===== src/hdl/ple_pkg.sv =====
// Shared types and codes for the positional list engine.
// Request and status codes, controller state type and the command/status structs.
// No dependencies.
`timescale 1ns / 1ps
`default_nettype none

package ple_pkg;

  localparam int POS_W   = 5;
  localparam int KIND_W  = 3;
  localparam int VALUE_W = 32;
  localparam int COUNT_W = 5;
  localparam int STAT_W  = 2;

  localparam logic [KIND_W-1:0] REQ_APPEND   = 3'd0;
  localparam logic [KIND_W-1:0] REQ_INSERT   = 3'd1;
  localparam logic [KIND_W-1:0] REQ_REM_LAST = 3'd2;
  localparam logic [KIND_W-1:0] REQ_REM_AT   = 3'd3;
  localparam logic [KIND_W-1:0] REQ_COUNT    = 3'd4;

  localparam logic [STAT_W-1:0] STAT_OK    = 2'd0;
  localparam logic [STAT_W-1:0] STAT_FULL  = 2'd1;
  localparam logic [STAT_W-1:0] STAT_EMPTY = 2'd2;
  localparam logic [STAT_W-1:0] STAT_RANGE = 2'd3;

  typedef enum logic [2:0] {
    S_IDLE,
    S_EVAL,
    S_PREP,
    S_MOVE,
    S_FINISH
  } ple_state_t;

  // Controller to datapath
  typedef struct packed {
    logic latch;   // capture the request beat
    logic load;    // register the evaluation and shift setup
    logic prep;    // issue the first read of a shift
    logic move;    // write one shifted entry, read the next
    logic finish;  // commit and present the result
  } ple_cmd_t;

  // Datapath to controller
  typedef struct packed {
    logic need_shift;
    logic last_move;
  } ple_sts_t;

endpackage

`default_nettype wire


===== src/hdl/positional_list_engine_unit.sv =====
// Top level of the positional list engine: controller plus datapath.
// Depends on ple_pkg, ple_ctrl and ple_datapath.
`timescale 1ns / 1ps
`default_nettype none

// Positional list engine
// Holds an ordered list of up to DEPTH signed 32-bit entries and serves one
// request at a time: append, insert at a 1-based position, remove last,
// remove at a 1-based position, or count query.
//
// Request channel: drive req_type, position and value and raise start; the
// beat is taken at the rising edge where start is high and busy is low.
// busy stays high until the request has been committed.
//
// Result channel: done pulses for exactly one cycle with entry_count (entries
// held after the request) and status (ok, full, empty, out of range). The
// receiver must take the beat in that cycle; there is no back-pressure.
//
// Sequencing: a request that moves no entries (append, remove last, count query,
// any failed request) goes from the checks straight to commit. Insert or remove
// at a position moves n entries, n up to DEPTH-1, one per cycle after a
// read-ahead step, then commits. A new request can be accepted in the done cycle.
// Reset (rst, synchronous) empties the list and clears done; entry storage
// itself is not cleared, since only written entries are ever moved.
module positional_list_engine_unit
  import ple_pkg::*;
#(
  parameter int DEPTH = 16
) (
  input  wire logic                      clk,
  input  wire logic                      rst,
  input  wire logic                      start,
  output logic                           busy,
  input  wire logic [KIND_W-1:0]         req_type,
  input  wire logic [POS_W-1:0]          position,
  input  wire logic signed [VALUE_W-1:0] value,
  output logic                           done,
  output logic [COUNT_W-1:0]             entry_count,
  output logic [STAT_W-1:0]              status
);

  ple_cmd_t cmd;
  ple_sts_t sts;

  // Sequence the request: capture, check, shift, commit
  ple_ctrl u_ctrl (
    .clk   (clk),
    .rst   (rst),
    .start (start),
    .sts   (sts),
    .cmd   (cmd),
    .busy  (busy)
  );

  // Hold the list, run the checks and move entries
  ple_datapath #(
    .DEPTH (DEPTH)
  ) u_datapath (
    .clk         (clk),
    .rst         (rst),
    .cmd         (cmd),
    .req_type    (req_type),
    .position    (position),
    .value       (value),
    .sts         (sts),
    .entry_count (entry_count),
    .status      (status),
    .done        (done)
  );

endmodule

`default_nettype wire


===== src/hdl/ple_ctrl.sv =====
// Controller state machine of the positional list engine.
// Depends on ple_pkg; drives commands to ple_datapath.
`timescale 1ns / 1ps
`default_nettype none

module ple_ctrl
  import ple_pkg::*;
(
  input  wire logic     clk,
  input  wire logic     rst,
  input  wire logic     start,
  input  wire ple_sts_t sts,
  output ple_cmd_t      cmd,
  output logic          busy
);

  ple_state_t state, state_next;

  always_ff @(posedge clk) begin
    if (rst) begin
      state <= S_IDLE;
    end else begin
      state <= state_next;
    end
  end

  always_comb begin
    state_next = state;
    cmd        = '0;
    busy       = 1'b1;
    unique case (state)
      S_IDLE: begin
        busy = 1'b0;
        if (start) begin
          cmd.latch  = 1'b1;
          state_next = S_EVAL;
        end
      end
      S_EVAL: begin
        cmd.load   = 1'b1;
        state_next = sts.need_shift ? S_PREP : S_FINISH;
      end
      S_PREP: begin
        cmd.prep   = 1'b1;
        state_next = S_MOVE;
      end
      S_MOVE: begin
        cmd.move = 1'b1;
        if (sts.last_move) begin
          state_next = S_FINISH;
        end
      end
      S_FINISH: begin
        cmd.finish = 1'b1;
        state_next = S_IDLE;
      end
      default: begin
        state_next = S_IDLE;
      end
    endcase
  end

endmodule

`default_nettype wire


===== src/hdl/ple_datapath.sv =====
// Datapath of the positional list engine: request registers, checks,
// entry memory with one write and one registered read port, shift counters.
// Depends on ple_pkg; commanded by ple_ctrl.
`timescale 1ns / 1ps
`default_nettype none

module ple_datapath
  import ple_pkg::*;
#(
  parameter int DEPTH = 16
) (
  input  wire logic                      clk,
  input  wire logic                      rst,
  input  wire ple_cmd_t                  cmd,
  input  wire logic [KIND_W-1:0]         req_type,
  input  wire logic [POS_W-1:0]          position,
  input  wire logic signed [VALUE_W-1:0] value,
  output ple_sts_t                       sts,
  output logic [COUNT_W-1:0]             entry_count,
  output logic [STAT_W-1:0]              status,
  output logic                           done
);

  localparam int AW = $clog2(DEPTH);
  localparam int CW = $clog2(DEPTH + 1);
  localparam int XW = ((CW > POS_W) ? CW : POS_W) + 1;

  logic signed [VALUE_W-1:0] mem [DEPTH];

  logic [KIND_W-1:0]         kind;
  logic [POS_W-1:0]          pos;
  logic signed [VALUE_W-1:0] val;
  logic [CW-1:0]             count;
  logic [STAT_W-1:0]         st;
  logic                      is_ins;
  logic                      is_rem;
  logic [CW-1:0]             ep;
  logic [AW-1:0]             k;
  logic [CW-1:0]             rem;
  logic signed [VALUE_W-1:0] rd_data;

  logic [XW-1:0]     cx, px, e_ep, e_n;
  logic [STAT_W-1:0] e_st;
  logic              e_ins, e_rem, full, empty;
  logic [AW-1:0]     e_k, k_next, rd_addr, wr_addr;
  logic              rd_en, wr_en;
  logic signed [VALUE_W-1:0] wr_data;
  logic [CW-1:0]     count_next;
  logic [XW-1:0]     count_ext;

  always_ff @(posedge clk) begin
    if (cmd.latch) begin
      kind <= req_type;
      pos  <= position;
      val  <= value;
    end
  end

  // Request checks: full and empty come before the position check
  always_comb begin
    cx    = XW'(count);
    px    = XW'(pos);
    full  = (cx == XW'(DEPTH));
    empty = (cx == '0);
    e_st  = STAT_OK;
    e_ins = 1'b0;
    e_rem = 1'b0;
    e_ep  = '0;
    e_n   = '0;
    unique case (kind)
      REQ_APPEND: begin
        if (full) begin
          e_st = STAT_FULL;
        end else begin
          e_ins = 1'b1;
          e_ep  = cx + XW'(1);
        end
      end
      REQ_INSERT: begin
        if (full) begin
          e_st = STAT_FULL;
        end else if (px == '0 || px > cx + XW'(1)) begin
          e_st = STAT_RANGE;
        end else begin
          e_ins = 1'b1;
          e_ep  = px;
          e_n   = cx + XW'(1) - px;
        end
      end
      REQ_REM_LAST: begin
        if (empty) begin
          e_st = STAT_EMPTY;
        end else begin
          e_rem = 1'b1;
          e_ep  = cx;
        end
      end
      REQ_REM_AT: begin
        if (empty) begin
          e_st = STAT_EMPTY;
        end else if (px == '0 || px > cx) begin
          e_st = STAT_RANGE;
        end else begin
          e_rem = 1'b1;
          e_ep  = px;
          e_n   = cx - px;
        end
      end
      default: begin
        e_st = STAT_OK;
      end
    endcase
    // Insert shifts from the tail down, remove from the gap up
    e_k = e_ins ? AW'(count) : AW'(e_ep - XW'(1));
  end

  assign sts.need_shift = (e_n != '0);
  assign sts.last_move  = (rem == CW'(1));

  assign k_next  = is_ins ? (k - AW'(1)) : (k + AW'(1));
  assign rd_addr = cmd.prep ? (is_ins ? (k - AW'(1)) : (k + AW'(1)))
                            : (is_ins ? (k - AW'(2)) : (k + AW'(2)));
  assign rd_en   = cmd.prep | (cmd.move & ~sts.last_move);

  assign wr_en   = cmd.move | (cmd.finish & (st == STAT_OK) & is_ins);
  assign wr_addr = cmd.move ? k : AW'(ep - CW'(1));
  assign wr_data = cmd.move ? rd_data : val;

  always_ff @(posedge clk) begin
    if (wr_en) begin
      mem[wr_addr] <= wr_data;
    end
    if (rd_en) begin
      rd_data <= mem[rd_addr];
    end
  end

  always_ff @(posedge clk) begin
    if (cmd.load) begin
      st     <= e_st;
      is_ins <= e_ins;
      is_rem <= e_rem;
      ep     <= CW'(e_ep);
      rem    <= CW'(e_n);
      k      <= e_k;
    end else if (cmd.move) begin
      rem <= rem - CW'(1);
      k   <= k_next;
    end
  end

  always_comb begin
    count_next = count;
    if (st == STAT_OK) begin
      if (is_ins) begin
        count_next = count + CW'(1);
      end else if (is_rem) begin
        count_next = count - CW'(1);
      end
    end
  end

  assign count_ext = XW'(count_next);

  always_ff @(posedge clk) begin
    if (rst) begin
      count <= '0;
      done  <= 1'b0;
    end else begin
      done <= cmd.finish;
      if (cmd.finish) begin
        count <= count_next;
      end
    end
  end

  always_ff @(posedge clk) begin
    if (cmd.finish) begin
      entry_count <= count_ext[COUNT_W-1:0];
      status      <= st;
    end
  end

endmodule

`default_nettype wire


===== config.mk =====
export PLATFORM = sky130hd
export DESIGN_NAME = positional_list_engine_unit
export DESIGN_NICKNAME = d
export VERILOG_FILES = /design/src/hdl/ple_pkg.sv /design/src/hdl/positional_list_engine_unit.sv /design/src/hdl/ple_ctrl.sv /design/src/hdl/ple_datapath.sv
export SDC_FILE = /design/constraint.sdc
export NUM_CORES = 1
export LEC_CHECK = 0
export BUFFER_PORTS_ARGS = -buffer_cell sky130_fd_sc_hd__buf_2
export CAP_MARGIN = 20
export CORE_MARGIN = 4
export CORE_UTILIZATION = 54
export CTS_CLUSTER_DIAMETER = 60
export DETAILED_ROUTE_END_ITERATION = 10
export HOLD_SLACK_MARGIN = 0.12
export PLACE_DENSITY = 0.8
export SLEW_MARGIN = 20
export SYNTH_ARGS = -nofsm -noshare
export SYNTH_HDL_FRONTEND = slang
export SYNTH_SLANG_ARGS = --single-unit

===== constraint.sdc =====
create_clock -name clk -period 3.8 [get_ports clk]
set_input_delay 0.19 -clock clk [delete_from_list [all_inputs] [get_ports clk]]
set_output_delay 0.19 -clock clk [all_outputs]
set_load 0.05 [all_outputs]

==> metrics.md <==
| Metric | Value |
|---|---|
| Status | `complete, no violations` |
| Sink Count | `33` |
| Reg-to-reg endpoint | `u_ctrl.state[1]$_SDFFE_PP0P_` |
| Unrepaired setup endpoints after global routing | `no` |
| Vias | `1784` |
| Max Cap Viol | `0` |
| Power Dens Cells | `351.0 mW/mm²` |
| Synthesis-stage register bit count | `33` |
| TritonCTS clock tree | `yes` |
| Warnings, synthesis | `0` |
| Final setup fails | `0` |
| Via density | `5.682` |
| Vias in the first global route | `1754` |
| Tmin final | `3.046 ns` |
| Ports | `52` |
| First-pass GRT wire length | `8355 µm` |
| CP endpoint kind | `flip-flop` |
| Period utilization | `80.17%` |
| Top FF cell, synth | `edfxtp_1` |
| Critical path arrival | `3.23 ns` |
| Clock skew | `0.002876 ns` |
| Die Ht | `73.65 µm` |
| CP top delay family | `compound AO/OA/AOI/OAI gates` |
| Antenna violations before repair | `0` |
| DRC errors left | `0` |
| Hold crit path type | `primary input to flip-flop` |
| Worst R2R Start | `u_datapath.count[0]$_SDFFE_PP0P_` |
| Fmax | `328.3 MHz` |
| Core Area | `0.004086 mm²` |
| CTS root buffer | `clkbuf_8` |
| Post-CTS Setup Inserts | `0` |
| Routed Antenna Nets | `0` |
| Share of cells above drive strength 1 | `17.05%` |
| Post-route cell area | `0.002638 mm²` |
| Crit-path max cell delay | `0.48 ns` |
| Maximum vdd drop | `272.2 µV` |
| Clk slew on worst S/H paths | `0.07 ns` |
| Worst-path cell chain | `inv_1 > ha_1 > inv_1 > fa_1 > nand2b_1 > a21o_1 > o21bai_2 > a2111oi_4 > o21ai_1 > o221a_1` |
| ANT cells | `0` |
| CTS resizes | `0` |
| Yosys cell types | `61` |
| Flop-to-flop setup slack | `0.75 ns` |
| Commonest cells after routing, fill and taps aside | `edfxtp_1, nor2_1, inv_1` |
| Slew @ Worst Pin | `0.6346 ns` |
| Net count after synthesis | `294` |
| Mapped cell area | `0.002327 mm²` |
| WHS Path Cells | `2` |
| Simple logic cell fraction of the synthesized area | `18.49%` |
| Overflow after GRT | `0` |
| Synth Area in Adders | `9.247%` |
| Routed WL per cell | `15.18 µm` |
| CP max-delay cell | `dfxtp_1` |
| Compound-Gate Fraction of Synth Area | `21.45%` |
| Placed cell area | `0.002437 mm²` |
| IO Port Bufs | `19` |
| Setup_tns | `0 ns` |
| Asr flop ratio synth | `0%` |
| Data required time of the worst path | `3.99 ns` |
| CP startpoint kind | `flip-flop` |
| WHS | `0.1919 ns` |
| Routed WL | `4768 µm` |
| DP HPWL | `3581 µm` |
| Worst Hold Path EP | `u_datapath.count[4]$_SDFFE_PP0P_` |
| Clk buf depth | `2` |
| Crit Path Max Fanout | `8` |
| Inserted Clock Buffers | `5` |
| Largest net degree at the start of global routing | `13` |
| Fin nets | `322` |
| Register area share after synthesis | `38.71%` |
| Reg2Reg Depth | `10` |
| Hold Crit Start | `rst` |
| Leak | `1.079 nW` |
| Syn_area_per_cell | `9.903 µm²` |
| Buf/Inv on CP | `2` |
| Slew HR | `57.54%` |
| GP Congestion | `0.8848` |
| Tot GR Track Use | `20.59%` |
| Max-slew violation count | `0` |
| Largest family of logic cells by synthesized area | `compound AO/OA/AOI/OAI gates` |
| Commonest non-fill, non-tap cell in the layout | `edfxtp_1` |
| Crit path kind | `flip-flop to flip-flop` |
| Mux cell area share after synthesis | `0.8602%` |
| Die Area | `0.005424 mm²` |
| Post-Synthesis Cells | `235` |
| Worst path most repeated cell | `inv_1` |
| Worst-skew pair later-pin latency | `0.29 ns` |
| DP Cell Count | `298` |
| Initial core utilization | `56.95%` |
| Xor/xnor share of the synthesized area | `5.645%` |
| Hold Violations, Final | `0` |
| DR pass1 iterations | `4` |
| Die X | `73.65 µm` |
| Area delta synth->final | `13.33%` |
| Power Total | `0.0009258 W` |
| CTS H-Tree Depth | `2` |
| Num rows | `23` |
| DRT iter0 DRCs | `124` |
| Final cell count without fillers | `314` |
| Post-synth EDFFs | `24` |
==> sequential cells by signal, indices dropped and copies added (netlist names), 2 cells and up <==
register and flops:
u_datapath.pos 5, u_datapath.count 5, u_ctrl.state 3, u_datapath.rem 5, u_datapath.entry_count 5, u_datapath.status 2
u_datapath.st 2, u_datapath.kind 3
==> layout make-up <==
type,count,area (µm²)
timing repair buffer,27,175.2
clock buffer,6,82.58
clock inverter,2,37.54
inverter,22,82.58
tap,50,62.56
fill,324,1449
multi-input combinational,174,1296
sequential,33,900.9
==> synthesized netlist by cell type, types with 2 or more instances <==
master	instances	area, µm²
edfxtp_1	24	720.7
nor2_1	22	82.58
inv_1	21	78.83
a21oi_1	19	95.09
nand2_1	15	56.30
ha_1	14	175.2
o21ai_0	11	55.05
dfxtp_1	9	180.2
xnor2_1	8	70.07
xor2_1	7	61.31
nand2b_1	6	37.54
nor2b_1	6	37.54
a211oi_1	5	37.54
a21o_1	3	22.52
a221oi_1	3	26.28
nand3_1	3	15.01
o21ai_1	3	15.01
a211o_1	2	17.52
a31oi_1	2	12.51
and3_2	2	15.01
buf_6	2	22.52
clkbuf_1	2	7.510
fa_1	2	40.04
mux2i_1	2	20.02
nor3_1	2	10.01
nor4b_1	2	17.52
o211ai_1	2	15.01
o21a_1	2	15.01
or3_1	2	12.51
==> power by group <==
| group | leakage, nW | internal (W) | switching (W) |
|---|---|---|---|
| clock | 0.0574 | 0.000213 | 0.000135 |
| combinational | 0.723 | 0.0000621 | 0.0000924 |
| sequential | 0.299 | 0.000407 | 0.0000165 |
| total | 1.08 | 0.000682 | 0.000244 |
==> stage by stage <==
stage	worst slack, ns	utilization [%]
6_report	0.7535	64.54
5_1_grt	0.5315	64.54
4_1_cts	0.7538	64.54
3_5_place_dp	0.7606	59.64
3_3_place_gp	0.8380	59.64
2_1_floorplan	1.095	-
==> cell families after synthesis <==
family                     after synthesis
xor gates and xnor gates                15
AOI/OAI and AO/OA                       67
DFF                                     33
adders and majority gates               16
and+or+nand+nor                         74
muxes                                    2
buffers and inverters                   28
==> routing by layer <==
layer / GRT usage, % / wire (µm) / vias up
met5: 0 / 0 / -
met3: 5.062 / 237 / 10
met1: 26.25 / 2102 / 820
met4: 9.457 / 115 / 0
met2: 32.78 / 2312 / 48
li1: - / - / 906
==> repair_timing <==
item                                    CTS  global route
endpoints found under the setup margin    0             0
hold buffers                              8             0
hold endpoints to repair                  8             0
==> how the worst max path moves through the flow <==
stage / startpoint / endpoint / cells after the start / slack (ns)
final: u_datapath.count[0]$_SDFFE_PP0P_ / u_ctrl.state[1]$_SDFFE_PP0P_ / 10 / 0.75
after global routing: u_datapath.count[0]$_SDFFE_PP0P_ / u_ctrl.state[1]$_SDFFE_PP0P_ / 10 / 0.53
after CTS: u_datapath.count[0]$_SDFFE_PP0P_ / u_ctrl.state[1]$_SDFFE_PP0P_ / 10 / 0.75
after detailed placement: u_datapath.count[0]$_SDFFE_PP0P_ / u_ctrl.state[1]$_SDFFE_PP0P_ / 10 / 0.76
after global placement: u_datapath.count[0]$_SDFFE_PP0P_ / u_ctrl.state[1]$_SDFFE_PP0P_ / 10 / 0.84
after floorplan: u_datapath.count[1]$_SDFFE_PP0P_ / u_ctrl.state[1]$_SDFFE_PP0P_ / 10 / 1.10
No activity file was read; power rests on OpenSTA's default activity.
